--- src/hw/rtl/dp3d_pkg.sv ---
package dp3d_pkg;

    // Field geometry
    localparam int COORD_BITS = 10;
    localparam int FRAC_BITS  = 16;
    localparam int DEPTH_W    = 16;
    localparam int CTR_W      = COORD_BITS + 4;
    localparam int FOC_W      = 16;
    localparam int FW_W       = COORD_BITS + 1;
    localparam int IDX_W      = 2 * COORD_BITS;
    localparam int Z_W        = 31;
    localparam int XY_W       = 32;
    localparam int ZDIV_W     = DEPTH_W + FRAC_BITS;
    localparam int PROD_W     = CTR_W + Z_W;
    localparam int DIV_W      = (PROD_W > ZDIV_W) ? PROD_W : ZDIV_W;

    // Configuration port
    localparam int CFG_IDX_W  = 3;
    localparam int CFG_DATA_W = 16;

    typedef enum logic [CFG_IDX_W-1:0] {
        REG_CENTER_X    = 3'd0,
        REG_CENTER_Y    = 3'd1,
        REG_FOCAL_X     = 3'd2,
        REG_FOCAL_Y     = 3'd3,
        REG_DEPTH_SCALE = 3'd4,
        REG_FRAME_WIDTH = 3'd5
    } t_reg_idx;

    // Reset values
    localparam logic [CTR_W-1:0]   RST_CENTER_X    = CTR_W'(5090);
    localparam logic [CTR_W-1:0]   RST_CENTER_Y    = CTR_W'(3725);
    localparam logic [FOC_W-1:0]   RST_FOCAL_X     = FOC_W'(8382);
    localparam logic [FOC_W-1:0]   RST_FOCAL_Y     = FOC_W'(8387);
    localparam logic [FOC_W-1:0]   RST_DEPTH_SCALE = FOC_W'(1000);
    localparam logic [FW_W-1:0]    RST_FRAME_WIDTH = FW_W'(640);

    // Sideband that rides beside the depth divider
    typedef struct packed {
        logic                  v;
        logic                  nz;
        logic [COORD_BITS-1:0] col;
        logic [COORD_BITS-1:0] row;
        logic [IDX_W-1:0]      idx;
    } t_sb_a;

    // Sideband that rides beside the lateral dividers
    typedef struct packed {
        logic             v;
        logic             nz;
        logic             nx;
        logic             ny;
        logic [Z_W-1:0]   z;
        logic [IDX_W-1:0] idx;
    } t_sb_b;

endpackage

--- src/hw/rtl/dp3d_div.sv ---
module dp3d_div (
    input  logic                          i_clk,
    input  logic                          i_en,
    input  logic [dp3d_pkg::DIV_W-1:0]    i_dividend,
    input  logic [dp3d_pkg::FOC_W-1:0]    i_divisor,
    output logic [dp3d_pkg::DIV_W-1:0]    o_quotient
);

    localparam int W  = dp3d_pkg::DIV_W;
    localparam int DW = dp3d_pkg::FOC_W;

    // One quotient bit per stage: dividend bits shift out the top, quotient bits in
    logic [DW-1:0] r_rem [W];
    logic [W-1:0]  r_dq  [W];
    logic [DW-1:0] r_dvs [W];
    logic [DW-1:0] n_rem [W];
    logic [W-1:0]  n_dq  [W];

    genvar g;
    generate
        for (g = 0; g < W; g++) begin : g_stage
            logic [DW-1:0] p_rem;
            logic [W-1:0]  p_dq;
            logic [DW-1:0] p_dvs;
            logic [DW:0]   t;
            logic          ge;

            if (g == 0) begin : g_first
                assign p_rem = '0;
                assign p_dq  = i_dividend;
                assign p_dvs = i_divisor;
            end else begin : g_next
                assign p_rem = r_rem[g-1];
                assign p_dq  = r_dq[g-1];
                assign p_dvs = r_dvs[g-1];
            end

            // Trial subtract
            always_comb begin
                t        = {p_rem, p_dq[W-1]};
                ge       = (t >= {1'b0, p_dvs});
                n_rem[g] = ge ? DW'(t - {1'b0, p_dvs}) : t[DW-1:0];
                n_dq[g]  = {p_dq[W-2:0], ge};
            end

            always_ff @(posedge i_clk) begin
                if (i_en) begin
                    r_rem[g] <= n_rem[g];
                    r_dq[g]  <= n_dq[g];
                    r_dvs[g] <= p_dvs;
                end
            end
        end
    endgenerate

    assign o_quotient = r_dq[W-1];

endmodule

--- config.mk ---
export PLATFORM = sky130hd
export DESIGN_NAME = dp3d_div
export DESIGN_NICKNAME = d
export VERILOG_FILES = /design/src/hw/rtl/dp3d_pkg.sv /design/src/hw/rtl/dp3d_div.sv
export SDC_FILE = /design/constraint.sdc
export NUM_CORES = 2
export LEC_CHECK = 0
export BUFFER_PORTS_ARGS = -buffer_cell sky130_fd_sc_hd__buf_2
export CORE_ASPECT_RATIO = 1.75
export CORE_MARGIN = 10
export CORE_UTILIZATION = 57
export DETAILED_ROUTE_END_ITERATION = 8
export PLACE_DENSITY = 0.76
export SYNTH_ARGS = -nofsm -noshare
export SYNTH_HDL_FRONTEND = slang
export SYNTH_SLANG_ARGS = --single-unit
--- constraint.sdc ---
create_clock -name i_clk -period 3.7 [get_ports i_clk]
set_clock_uncertainty 0.2 [all_clocks]
set_input_delay 0.185 -clock i_clk [delete_from_list [all_inputs] [get_ports i_clk]]
set_output_delay 0.185 -clock i_clk [all_outputs]
set_load 0.05 [all_outputs]
==> reports/metrics.cfg <==
[power_and_ir_drop]
pwr_density_cell_nw_per_um2=805
p_leak_nw=62.4
max-vdd-ir-drop_mv=0.446
total_power_mw=131

[synth]
syn_avg_cell_area_um2=15.4
synth_edf_count=3433
synth_cells=9337
synth_warnings=0
synth_top_area_share_pct=71.5
synth_most_common_cell=edfxtp_1
synth_cell_types=83
syn-cell-area_um2=144000
syn_nets=10100
yosysSeqAreaShare_pct=71.5
synthArstFlopShare_pct=0
synthTopCellsByArea=edfxtp_1 (72%), ha_1 (6.1%), mux2_2 (3.0%), inv_1 (2.3%), xnor2_1 (1.8%)
ys_ff_latch=3433
yosysTopAreaCell=edfxtp_1
netlist_top_cells_count=edfxtp_1 (3433), inv_1 (888), ha_1 (706), nor2_1 (515), a21oi_1 (470)
ys.flop_type=edfxtp_1

[critical_path]
critPathRequiredTime_ns=4.09
worstReg2RegStart=r_dvs[0][240]
cp_slowest_cell=fa_1
cp-end-kind=flip-flop
cp.arrival_ns=3.99
setup.worst_path.start=r_dvs[0][240]
startpoint_type=flip-flop
r2r_slack_ns=0.10
timing.critical_path.cells=ha_1 > fa_1 > nor2b_1 > o21ai_0 > a21boi_1 > o21ai_1 > a211oi_1 > buf_4 > a41oi_1 > a31oi_1 > xor2_1 > mux2_2
crit-reg2reg-capture=r_rem[1][14]
cpPeakStageDelay_ns=0.44
setup.worst_path.class=reg -> reg
rr_worst_depth=12
crit_fanout=3

[sta]
setup_viol=0
fmax_ghz=0.278
hold_viol=0
finalCritPeriodShare_pct=97.2
rsz0062_at_grt=true
tightestPinTransition_ns=0.824
hold_slack_ns=0.116
maxSlewHeadroom_pct=44.6
min_period_ns=3.60
maxSlewViolCount=0

[cts]
clock-root-buffer=clkbuf_16
cts.path.max_buffers=4
h-tree-depth=5
cts_tree=built
numCtsBuffers=310
clkSlewWorstSetupHoldPaths_ns=0.06
cts_sinks=3433
clock_latency_ns=0.89

[drt]
drc_errors=0
wirelength_um=275000
dr.pass1.iters=5
antenna_left=0
via_per_inst=5.58
routedWlPerCell_um=20.2
drt_iter0_markers=4236
vias=76000

[placement]
io_buffers=107
gp_congestion=0.901
dp_hpwl_um=193000
placed_area_um2=151000
dp_cells=12900

[global_route]
grt_pass1_vias=80400
grt_use_total_pct=19.9
antenna_found_initial=1
grt_max_degree=144
grt_pass1_wl_um=429000
grt_overflow_total=0

[die]
dieArea_um2=274000
rows=244
die_w_um=400
initial_core_util_pct=57.1
pin_count=108
die_height_um=685
core_area_um2=252000

[worst_hold_path]
min_to=r_rem[0][0]
whs_path_depth=4
min-delay-start=i_dividend[44]
min_path_type=in -> reg

[run_status]
status=completed

[finish]
stdcell_area_um2=163000
final_util_pct=64.5
layout.cells.non_filler=13600
area_delta_synth_final_pct=12.9
drive_above_1_share_pct=13.0
fin_nets=10900

[flow_run]
maxCapViolations=0

state kept, by name (all words and copies together), names as in the netlist:
register  cells
r_rem       704
r_dq       2025
r_dvs       704
final cells by class:
cell class	instances	area (µm²)
inverters	888	3330
clock inverters	198	2020
diodes	3	7.51
repair buffers	498	4570
multi-input cells	4922	37500
fillers	17700	89500
well taps	3321	4160
flip-flops and latches	3433	103000
clock buffers	357	8040
worst max-delay path: cells and delay by family (launching register included):
kind                       cells  cell delay (ns)
adders and majority gates      2             0.67
and+or+nand+nor                1             0.13
AOI/OAI and AO/OA              6             1.36
DFF                            1             0.41
buffers and inverters          1             0.19
xor gates and xnor gates       1             0.12
muxes                          1             0.28
kinds of logic (layout without fill, tap and decap cells):
logic type	after synthesis	in the layout	share of synthesized area [%]
flops	3433	3433	71.5
simple gates	1613	1613	5.35
compound gates	1590	1590	7.06
buf+inv	982	1941	2.62
fa+ha+maj	749	749	6.73
xor+xnor	499	499	3.03
mux	471	471	3.68
other cells	0	3	0
placed cells by master (no fill, tap or decap), types with 25 or more instances in the layout:
cell           Yosys  layout
o31ai_1           31      26
nand2b_1         100     100
nand3_1           92      92
xnor2_1          299     299
mux2_2           387     387
clkbuf_1          68      42
clkbuf_16          0     315
o21a_1            93      93
nand2_1          377     377
nor3_1           125     124
o211ai_1          37      37
or3_1             42      42
clkinv_1           0      69
o21bai_1          33      33
bufinv_16          0      36
and3_1            36      36
edfxtp_1        3433    3433
dlygate4sd3_1      0     122
nand4_1           98      98
o21ai_0          362     352
a31oi_1           40      38
nor4_1            30      25
nor2_1           515     515
a211oi_1          52      50
buf_12             2      63
a21oi_1          470     462
a21o_1           199     199
a21boi_0          55      51
inv_1            888     888
clkinv_2           0      42
fa_1              43      43
nor2b_1          101     101
or2_2             30      30
buf_4              0     206
a211o_1           30      29
ha_1             706     706
mux2i_1           63      62
xor2_1           200     200
buf_2             14     106
through the flow:
stage	setup slack [ns]	setup TNS (ns)
floorplan	0.192	0
global placement	-0.154	-4.67
detailed placement	-0.212	-4.93
CTS	0.0107	0
global route	-0.0280	-0.0332
finish	0.105	0
worst max-delay path by stage:
stage | end | slack, ns
final | r_rem[1][14] | 0.10
after global routing | r_rem[1][30] | -0.03
after CTS | r_rem[1][249] | 0.01
after detailed placement | r_rem[0][202] | -0.21
after global placement | r_rem[0][202] | -0.15
after floorplan | r_rem[2][136] | 0.19
report_power, final:
group	internal (mW)	switching, mW
clock network	18.2	13.8
logic	20.4	23.1
registers	51.9	3.52
total	90.5	40.5
routing by layer:
metal	vias up	share of wire (%)	routed length (µm)	track usage (%)
li1	36400	-	-	-
met1	37200	33	92000	19.3
met2	1599	57	156000	39.3
met3	796	3.2	8690	2.52
met4	0	6.4	17600	11.4
met5	-	0	0	0
what timing repair did:
item / in CTS / in global routing
endpoints found under the setup margin: 63 / 227
pin swaps: 1 / 20
hold buffers: 122 / 0
endpoints found under the hold margin: 763 / 0
resized for setup: 9 / 39
buffers inserted: 1 / 6
(Power assumes the default switching activity.)
